--- src/sv/mme_pkg.sv ---
`default_nettype none
package mme_pkg;

    // Field widths of the item and result channels.
    localparam int OPCODE_W  = 2;
    localparam int COORD_W   = 3;
    localparam int VALUE_W   = 16;
    localparam int MUL_W     = 2 * VALUE_W;
    localparam int PROD_W    = 35;
    localparam int DIM_W     = 4;
    localparam int CFG_IDX_W = 2;

    // Depth of the result queue; the sequencer holds back new result elements
    // so that everything in flight always fits in it.
    localparam int QDEPTH    = 4;
    localparam int QPTR_W    = $clog2(QDEPTH);
    localparam int QCNT_W    = $clog2(QDEPTH + 1);

    // Item opcodes.
    localparam logic [OPCODE_W-1:0] OP_WR_A  = 2'd0;
    localparam logic [OPCODE_W-1:0] OP_WR_B  = 2'd1;
    localparam logic [OPCODE_W-1:0] OP_START = 2'd2;

    // Configuration register indexes.
    localparam logic [CFG_IDX_W-1:0] CFG_ROWS_A    = 2'd0;
    localparam logic [CFG_IDX_W-1:0] CFG_INNER_DIM = 2'd1;
    localparam logic [CFG_IDX_W-1:0] CFG_COLS_B    = 2'd2;

    // Bookkeeping that travels with one store read through the datapath.
    typedef struct packed {
        logic               first;
        logic               fin;
        logic [COORD_W-1:0] row;
        logic [COORD_W-1:0] col;
        logic               last;
    } mme_tag_t;

    // One finished result element.
    typedef struct packed {
        logic [COORD_W-1:0]       row;
        logic [COORD_W-1:0]       col;
        logic signed [PROD_W-1:0] product;
        logic                     last;
    } mme_result_t;

endpackage
`default_nettype wire

--- src/sv/mme_store.sv ---
`default_nettype none
module mme_store #(
    parameter int DEPTH  = 64,
    parameter int ADDR_W = 6
) (
    input  wire logic                                 aclk,
    input  wire logic                                 we,
    input  wire logic [ADDR_W-1:0]                    waddr,
    input  wire logic signed [mme_pkg::VALUE_W-1:0]   wdata,
    input  wire logic [ADDR_W-1:0]                    raddr,
    output logic signed [mme_pkg::VALUE_W-1:0]        rdata
);

    logic signed [mme_pkg::VALUE_W-1:0] mem [DEPTH];

    // Single write port.
    always_ff @(posedge aclk) begin
        if (we) begin
            mem[waddr] <= wdata;
        end
    end

    // Single read port with registered data.
    always_ff @(posedge aclk) begin
        rdata <= mem[raddr];
    end

endmodule
`default_nettype wire

--- src/sv/mme_seq.sv ---
`default_nettype none
module mme_seq #(
    parameter int MAX_DIM = 8,
    parameter int IDX_W   = 3,
    parameter int ADDR_W  = 6
) (
    input  wire logic                          aclk,
    input  wire logic                          aresetn,
    input  wire logic                          start,
    input  wire logic [mme_pkg::DIM_W-1:0]     nr,
    input  wire logic [mme_pkg::DIM_W-1:0]     nk,
    input  wire logic [mme_pkg::DIM_W-1:0]     nc,
    input  wire logic                          pop,
    output logic                               busy,
    output logic                               issue,
    output logic [ADDR_W-1:0]                  addr_a,
    output logic [ADDR_W-1:0]                  addr_b,
    output mme_pkg::mme_tag_t                  tag
);

    localparam logic ST_IDLE = 1'b0;
    localparam logic ST_RUN  = 1'b1;

    logic                       state_reg, state_next;
    logic [IDX_W-1:0]           i_reg, i_next;
    logic [IDX_W-1:0]           j_reg, j_next;
    logic [IDX_W-1:0]           k_reg, k_next;
    logic [mme_pkg::QCNT_W-1:0] outst_reg, outst_next;
    logic                       k_first, k_last, j_last, i_last, take;

    assign k_first = (k_reg == '0);
    assign k_last  = (mme_pkg::DIM_W'(k_reg) == nk - 1'b1);
    assign j_last  = (mme_pkg::DIM_W'(j_reg) == nc - 1'b1);
    assign i_last  = (mme_pkg::DIM_W'(i_reg) == nr - 1'b1);

    // A new result element starts only when the result queue has room for it.
    assign issue = (state_reg == ST_RUN) &&
                   !(k_first && outst_reg == mme_pkg::QCNT_W'(mme_pkg::QDEPTH));
    assign busy  = (state_reg == ST_RUN);
    assign take  = issue && k_first;

    // Row-major store addresses: A at (i, k), B at (k, j).
    assign addr_a = ADDR_W'(i_reg) * ADDR_W'(MAX_DIM) + ADDR_W'(k_reg);
    assign addr_b = ADDR_W'(k_reg) * ADDR_W'(MAX_DIM) + ADDR_W'(j_reg);

    always_comb begin
        tag.first = k_first;
        tag.fin   = k_last;
        tag.row   = mme_pkg::COORD_W'(i_reg);
        tag.col   = mme_pkg::COORD_W'(j_reg);
        tag.last  = i_last && j_last;
    end

    // Walk k innermost, then j, then i.
    always_comb begin
        state_next = state_reg;
        i_next     = i_reg;
        j_next     = j_reg;
        k_next     = k_reg;
        case (state_reg)
            ST_IDLE: begin
                if (start) begin
                    state_next = ST_RUN;
                end
            end
            ST_RUN: begin
                if (issue) begin
                    if (k_last) begin
                        k_next = '0;
                        if (j_last) begin
                            j_next = '0;
                            if (i_last) begin
                                i_next     = '0;
                                state_next = ST_IDLE;
                            end else begin
                                i_next = i_reg + 1'b1;
                            end
                        end else begin
                            j_next = j_reg + 1'b1;
                        end
                    end else begin
                        k_next = k_reg + 1'b1;
                    end
                end
            end
            default: begin
                state_next = ST_IDLE;
            end
        endcase
    end

    // Result elements started and not yet taken from the queue.
    always_comb begin
        outst_next = outst_reg + mme_pkg::QCNT_W'(take) - mme_pkg::QCNT_W'(pop);
    end

    always_ff @(posedge aclk) begin
        if (!aresetn) begin
            state_reg <= ST_IDLE;
            i_reg     <= '0;
            j_reg     <= '0;
            k_reg     <= '0;
            outst_reg <= '0;
        end else begin
            state_reg <= state_next;
            i_reg     <= i_next;
            j_reg     <= j_next;
            k_reg     <= k_next;
            outst_reg <= outst_next;
        end
    end

endmodule
`default_nettype wire

--- src/sv/mme_mac.sv ---
`default_nettype none
module mme_mac (
    input  wire logic                                aclk,
    input  wire logic                                aresetn,
    input  wire logic                                issue,
    input  wire mme_pkg::mme_tag_t                   tag,
    input  wire logic signed [mme_pkg::VALUE_W-1:0]  rdata_a,
    input  wire logic signed [mme_pkg::VALUE_W-1:0]  rdata_b,
    output logic                                     res_valid,
    output mme_pkg::mme_result_t                     res
);

    logic                                   v1_reg, v2_reg, res_valid_reg;
    mme_pkg::mme_tag_t                      tag1_reg, tag2_reg;
    logic signed [mme_pkg::MUL_W-1:0]       mul_reg;
    logic signed [mme_pkg::PROD_W-1:0]      acc_reg, acc_next;
    mme_pkg::mme_result_t                   res_reg;

    // Control bits follow the store read, then the multiply.
    always_ff @(posedge aclk) begin
        if (!aresetn) begin
            v1_reg        <= 1'b0;
            v2_reg        <= 1'b0;
            res_valid_reg <= 1'b0;
        end else begin
            v1_reg        <= issue;
            v2_reg        <= v1_reg;
            res_valid_reg <= v2_reg && tag2_reg.fin;
        end
    end

    // Multiply stage; the store data arrives in the cycle after the tag.
    always_ff @(posedge aclk) begin
        tag1_reg <= tag;
        tag2_reg <= tag1_reg;
        mul_reg  <= rdata_a * rdata_b;
    end

    // Accumulate; the first term of a dot product restarts the sum.
    always_comb begin
        if (tag2_reg.first) begin
            acc_next = mme_pkg::PROD_W'(mul_reg);
        end else begin
            acc_next = acc_reg + mme_pkg::PROD_W'(mul_reg);
        end
    end

    always_ff @(posedge aclk) begin
        if (v2_reg) begin
            acc_reg         <= acc_next;
            res_reg.row     <= tag2_reg.row;
            res_reg.col     <= tag2_reg.col;
            res_reg.last    <= tag2_reg.last;
            res_reg.product <= acc_next;
        end
    end

    assign res_valid = res_valid_reg;
    assign res       = res_reg;

endmodule
`default_nettype wire

--- src/sv/matrix_multiply_engine_core.sv ---
`default_nettype none
// Matrix multiply C = A x B on signed Q8.8 elements, with exact signed Q19.16
// results. Write items (one per cycle while no walk runs) fill the A and B stores
// by row and column; a start item walks the result in row-major order, issuing
// one multiply-accumulate per cycle while the four-entry result queue has room,
// because each store has a single read port. A start therefore keeps s_ready low
// until all rows_a * cols_b * inner_dim products are issued. Dimension registers
// are clamped to 1..MAX_DIM when written; the user must change them only while
// the block is idle, which the block itself does not enforce.
module matrix_multiply_engine_core #(
    parameter int MAX_DIM = 8
) (
    input  wire logic                                  aclk,
    input  wire logic                                  aresetn,
    input  wire logic                                  cfg_we,
    input  wire logic [mme_pkg::CFG_IDX_W-1:0]         cfg_index,
    input  wire logic [mme_pkg::DIM_W-1:0]             cfg_wdata,
    input  wire logic                                  s_valid,
    output logic                                       s_ready,
    input  wire logic [mme_pkg::OPCODE_W-1:0]          s_opcode,
    input  wire logic [mme_pkg::COORD_W-1:0]           s_row,
    input  wire logic [mme_pkg::COORD_W-1:0]           s_col,
    input  wire logic signed [mme_pkg::VALUE_W-1:0]    s_value,
    output logic                                       m_valid,
    input  wire logic                                  m_ready,
    output logic [mme_pkg::COORD_W-1:0]                m_out_row,
    output logic [mme_pkg::COORD_W-1:0]                m_out_col,
    output logic signed [mme_pkg::PROD_W-1:0]          m_product,
    output logic                                       m_last
);

    localparam int IDX_W  = (MAX_DIM > 1) ? $clog2(MAX_DIM) : 1;
    localparam int DEPTH  = MAX_DIM * MAX_DIM;
    localparam int ADDR_W = (DEPTH > 1) ? $clog2(DEPTH) : 1;

    logic [mme_pkg::DIM_W-1:0] rows_a_reg, inner_dim_reg, cols_b_reg, dim_clamped;
    logic                      s_take, in_range, we_a, we_b, start, busy, pop;
    logic [ADDR_W-1:0]         waddr, addr_a, addr_b;
    logic signed [mme_pkg::VALUE_W-1:0] rdata_a, rdata_b;
    logic                      issue, res_valid;
    mme_pkg::mme_tag_t         tag;
    mme_pkg::mme_result_t      res;

    // Dimension registers hold values already clamped to 1..MAX_DIM.
    always_comb begin
        if (cfg_wdata == '0) begin
            dim_clamped = mme_pkg::DIM_W'(1);
        end else if (cfg_wdata > mme_pkg::DIM_W'(MAX_DIM)) begin
            dim_clamped = mme_pkg::DIM_W'(MAX_DIM);
        end else begin
            dim_clamped = cfg_wdata;
        end
    end

    always_ff @(posedge aclk) begin
        if (!aresetn) begin
            rows_a_reg    <= mme_pkg::DIM_W'(MAX_DIM);
            inner_dim_reg <= mme_pkg::DIM_W'(MAX_DIM);
            cols_b_reg    <= mme_pkg::DIM_W'(MAX_DIM);
        end else if (cfg_we) begin
            case (cfg_index)
                mme_pkg::CFG_ROWS_A:    rows_a_reg    <= dim_clamped;
                mme_pkg::CFG_INNER_DIM: inner_dim_reg <= dim_clamped;
                mme_pkg::CFG_COLS_B:    cols_b_reg    <= dim_clamped;
                default: ;
            endcase
        end
    end

    // Item decode. Items are held off while a walk reads the stores.
    assign s_ready  = !busy;
    assign s_take   = s_valid && s_ready;
    assign in_range = ({1'b0, s_row} < mme_pkg::DIM_W'(MAX_DIM)) &&
                      ({1'b0, s_col} < mme_pkg::DIM_W'(MAX_DIM));
    assign we_a     = s_take && in_range && (s_opcode == mme_pkg::OP_WR_A);
    assign we_b     = s_take && in_range && (s_opcode == mme_pkg::OP_WR_B);
    assign start    = s_take && (s_opcode == mme_pkg::OP_START);
    assign waddr    = ADDR_W'(IDX_W'(s_row)) * ADDR_W'(MAX_DIM) + ADDR_W'(IDX_W'(s_col));

    mme_store #(.DEPTH(DEPTH), .ADDR_W(ADDR_W)) u_store_a (
        .aclk  (aclk),
        .we    (we_a),
        .waddr (waddr),
        .wdata (s_value),
        .raddr (addr_a),
        .rdata (rdata_a)
    );

    mme_store #(.DEPTH(DEPTH), .ADDR_W(ADDR_W)) u_store_b (
        .aclk  (aclk),
        .we    (we_b),
        .waddr (waddr),
        .wdata (s_value),
        .raddr (addr_b),
        .rdata (rdata_b)
    );

    mme_seq #(.MAX_DIM(MAX_DIM), .IDX_W(IDX_W), .ADDR_W(ADDR_W)) u_seq (
        .aclk    (aclk),
        .aresetn (aresetn),
        .start   (start),
        .nr      (rows_a_reg),
        .nk      (inner_dim_reg),
        .nc      (cols_b_reg),
        .pop     (pop),
        .busy    (busy),
        .issue   (issue),
        .addr_a  (addr_a),
        .addr_b  (addr_b),
        .tag     (tag)
    );

    mme_mac u_mac (
        .aclk      (aclk),
        .aresetn   (aresetn),
        .issue     (issue),
        .tag       (tag),
        .rdata_a   (rdata_a),
        .rdata_b   (rdata_b),
        .res_valid (res_valid),
        .res       (res)
    );

    // Result queue; the sequencer guarantees it never overflows.
    mme_pkg::mme_result_t       q_mem [mme_pkg::QDEPTH];
    logic [mme_pkg::QPTR_W-1:0] wr_ptr_reg, rd_ptr_reg;
    logic [mme_pkg::QCNT_W-1:0] q_cnt_reg;
    mme_pkg::mme_result_t       q_head;

    assign pop = m_valid && m_ready;

    always_ff @(posedge aclk) begin
        if (res_valid) begin
            q_mem[wr_ptr_reg] <= res;
        end
    end

    always_ff @(posedge aclk) begin
        if (!aresetn) begin
            wr_ptr_reg <= '0;
            rd_ptr_reg <= '0;
            q_cnt_reg  <= '0;
        end else begin
            if (res_valid) begin
                wr_ptr_reg <= wr_ptr_reg + 1'b1;
            end
            if (pop) begin
                rd_ptr_reg <= rd_ptr_reg + 1'b1;
            end
            q_cnt_reg <= q_cnt_reg + mme_pkg::QCNT_W'(res_valid) - mme_pkg::QCNT_W'(pop);
        end
    end

    assign q_head    = q_mem[rd_ptr_reg];
    assign m_valid   = (q_cnt_reg != '0);
    assign m_out_row = q_head.row;
    assign m_out_col = q_head.col;
    assign m_product = q_head.product;
    assign m_last    = q_head.last;

endmodule
`default_nettype wire

--- config.mk ---
export PLATFORM = sky130hd
export DESIGN_NAME = matrix_multiply_engine_core
export DESIGN_NICKNAME = d
export VERILOG_FILES = /design/src/sv/mme_pkg.sv /design/src/sv/mme_store.sv /design/src/sv/mme_seq.sv /design/src/sv/mme_mac.sv /design/src/sv/matrix_multiply_engine_core.sv
export SDC_FILE = /design/constraint.sdc
export NUM_CORES = 2
export LEC_CHECK = 0
export BUFFER_PORTS_ARGS = -buffer_cell sky130_fd_sc_hd__buf_2
export CORE_AREA = 2 2 583 585
export DETAILED_ROUTE_END_ITERATION = 10
export DIE_AREA = 0 0 585 587
export PLACE_DENSITY_LB_ADDON = 0.25
export SLEW_MARGIN = 5
export SYNTH_ARGS = -nofsm -noshare
export SYNTH_HDL_FRONTEND = slang
export SYNTH_SLANG_ARGS = --single-unit
--- constraint.sdc ---
create_clock -name aclk -period 5.84 [get_ports aclk]
set_clock_uncertainty 0.1 [all_clocks]
set_input_delay 0.292 -clock aclk [delete_from_list [all_inputs] [get_ports aclk]]
set_output_delay 0.292 -clock aclk [all_outputs]
set_load 0.05 [all_outputs]
==> flow_summary.toml <==
[status]
status = "complete, no violations"

[cells_and_area]
area_delta_synth_final_pct = 16.27
layoutNonFillerInstCount = 10180
fin_area_um2 = 117200
regArea_um2 = 70250
top_regs = "u_store_a.mem (1024), u_store_b.mem (1024), q_mem (168)"
drive_above_1_share_pct = 27.37
nFillCells = 31610
final_nets = 5879
multiInputGateArea_um2 = 28490

[sta]
slew_viol_final = 0
setup_tns_ns = 0
period_share_pct = 98.40
worst_slew_pin_slew_ns = 1.324
finalSetupViolCount = 0
fmax_mhz = 174.0
setup_slack_ns = 0.09329
rsz0062_at_grt = "yes"
post-route-min-period_ns = 5.747
hold_viol = 0
relSlewSlack_pct = 11.73

[setup_path]
cp.depth = 22
crit_path_start_kind = "register"
crit_chain = "buf_4 -> and2_1 -> fa_1 -> inv_1 -> fa_1 -> inv_1 -> fa_1 -> fa_1 -> fa_1 -> inv_1 -> fa_1 -> inv_1 -> ha_4 -> a21oi_1 -> o221ai_2 -> a21oi_2 -> o21ai_1 -> o21ai_2 -> a211o_1 -> o21ai_4 -> o41ai_2 -> xnor2_1"
critical_path_arrival_ns = 6.41
critPathMaxStageDelay_ns = 0.55
r2r_cells = 22
crit_top_cell = "fa_1"
crit_path_end_kind = "register"
path_max_fanout = 6
critPathRequiredTime_ns = 6.51
cp.buffers_inverters = 5
critical_path_class = "register to register"
worst_r2r_endpoint = "u_mac.mul_reg[29]"
slowest_stage = "fa_1"
critical_path.top_delay_family = "adder cells"
rr_startpoint = "u_store_b.rdata[4]"
rrSetupSlack_ns = 0.09

[logic_synthesis]
avgSynthCellArea_um2 = 20.21
synth_top_area_share_pct = 67.28
ys.flop_type = "edfxtp_1"
ys_seq_area_share_pct = 69.64
ys_types = 71
synth_top_cells_by_area = "edfxtp_1, mux4_2, fa_1"
ys.warnings.count = 0
synth_commonest_cells = "edfxtp_1, mux4_2, inv_1"
yosys.cell_count.top_type = "edfxtp_1"
async_flop_share_pct = 0
syn-cell-area_um2 = 100800
synth.net_count = 5418
synth_top_cell_by_area = "edfxtp_1"
synth_edf_count = 2258
synth_cells = 4987
ys_ff_latch = 2377

[route]
ant_nets = 0
dr.first_iter.drc_count = 4522
route.detailed.drc = 0
vias = 48680
wirelength_um = 258100
routedWlPerCell_um = 25.34
first_pass_iters = 5
via_per_inst = 4.780

[clock_network]
clock_sinks = 2377
clkTransAtPathRegs_ns = 0.05
clkLatencyLatePin_ns = 0.88
numCtsBuffers = 268
root_buffer = "clkbuf_16"
clk_path_buf_depth = 4
cts_tree = "done"
htree_levels = 5

[global_route]
grt_util_met2_pct = 24.07
use_met1_pct = 21.46
first_global_vias = 50700
grt_pass1_wl_um = 373700
grt.met3_usage_pct = 1.943
grt_util_all_layers_pct = 14.90
grt_start_max_net_pins = 123
busiest_layer = "met2"
grt.overflow.total = 0
grt_antenna_before_repair = 21

[pwr]
finalPower_mw = 50.71
power_density_nw_per_um2 = 432.8
leakage_nw = 37.87
ir_drop_mv = 0.6157

[die]
core_um2 = 337900
start_util_pct = 29.83
fp.dieH_um = 587
die_area_um2 = 343400
ios = 79
die_w_um = 585
rows = 214

[place]
place_congestion = 0.7846
dp_cells = 9680
place_hpwl_um = 156900
io_buffers = 78
place_ws_ns = -0.2813
placed_area_um2 = 108400

[hold_path]
whs_endpoint = "rd_ptr_reg[0]"
worstHoldPathCells = 4
hold_class = "primary input to register"
worstHoldStart = "m_ready"

[job]
drv_cap = 0
timing repair:
action,4_1_cts,5_1_grt
hold endpoints to repair,786,0
hold buffers,32,0
pin swaps,17,17
resized for setup,27,38
setup endpoints to repair,8,10
setup buffers,2,0
worst reg2reg max path: stages, from the launching register on:
cell	delay, ns
dfxtp_4	0.36
buf_4	0.15
and2_1	0.17
fa_1	0.54
inv_1	0.05
fa_1	0.47
inv_1	0.05
fa_1	0.55
fa_1	0.43
fa_1	0.49
inv_1	0.05
fa_1	0.47
inv_1	0.07
ha_4	0.24
a21oi_1	0.17
o221ai_2	0.14
a21oi_2	0.18
o21ai_1	0.09
o21ai_2	0.17
a211o_1	0.22
o21ai_4	0.08
o41ai_2	0.29
xnor2_1	0.15
cell families after synthesis:
logic type,synth area share [%]
buffers and inverters,2.317
multiplexers,16.14
AO/OA/AOI/OAI,1.361
adder cells (fa/ha/maj),6.890
XOR/XNOR,0.7039
AND/OR/NAND/NOR,2.948
flip-flops,69.64
stage by stage:
step                      hold slack (ns)  util, %
after floorplan                    0.2096        -
after global placement             0.2110    32.07
after detailed placement           0.2128    32.07
after CTS                         0.03192    34.63
after global routing              0.08652    34.67
final                             0.09915    34.68
placed cells by master (no fill, tap or decap), types with 12 or more instances in the layout:
cell type      netlist  routed
mux4_2             714     714
buf_2               30      62
a21oi_1             51      49
inv_6                0      13
inv_1              332     328
dlygate4sd3_1        0      32
buf_12               0      19
nand3_1             15      14
edfxtp_1          2258    2258
diode_2              0      13
and2_1             124     119
ha_1               131     124
nor2_2               0      16
xor2_1              28      28
dfxtp_1            119      90
o21ai_0             45      41
buf_4               15     290
clkbuf_16            0     272
nor3_1              14      13
xnor2_1             53      53
dfxtp_2              0      20
nor2_1             208     191
fa_1               265     259
clkinv_1             1      48
mux2i_1             14      14
nand2_1            197     196
clkbuf_1           134      57
nand2b_1            12      12
a21o_1              25      25
o21ai_1             19      19
clkinv_2             0      34
metal layers:
| layer | routed length, µm | vias to the layer above |
|---|---|---|
| li1 | - | 20630 |
| met1 | 116500 | 26480 |
| met2 | 123700 | 1268 |
| met3 | 13330 | 298 |
| met4 | 4455 | 6 |
| met5 | 41 | - |
power by group:
part / switching, mW / total [mW] / leakage [nW] / internal, mW
clock network: 6.85 / 16.0 / 4.00 / 9.10
logic: 8.23 / 15.6 / 12.6 / 7.32
registers: 0.152 / 19.2 / 21.3 / 19.1
area by class of cell:
type,instances,area share (%)
Sequential cell,2377,59.95
Multi-Input combinational cell,2057,24.31
Clock buffer,329,5.991
Tap cell,4536,4.843
Timing Repair Buffer,410,2.788
Inverter,334,1.072
Clock inverter,127,1.018
Antenna cell,13,0.02776
how the worst max path moves through the flow:
stage,start,to
after floorplan,u_store_b.rdata[4],u_mac.mul_reg[30]
after global placement,u_store_b.rdata[4],u_mac.mul_reg[30]
after detailed placement,u_store_b.rdata[1],u_mac.mul_reg[30]
after CTS,u_store_b.rdata[4],u_mac.mul_reg[26]
after global routing,u_store_a.rdata[9],u_mac.mul_reg[26]
final,u_store_b.rdata[4],u_mac.mul_reg[29]
Power figures use the tool's default switching activity.
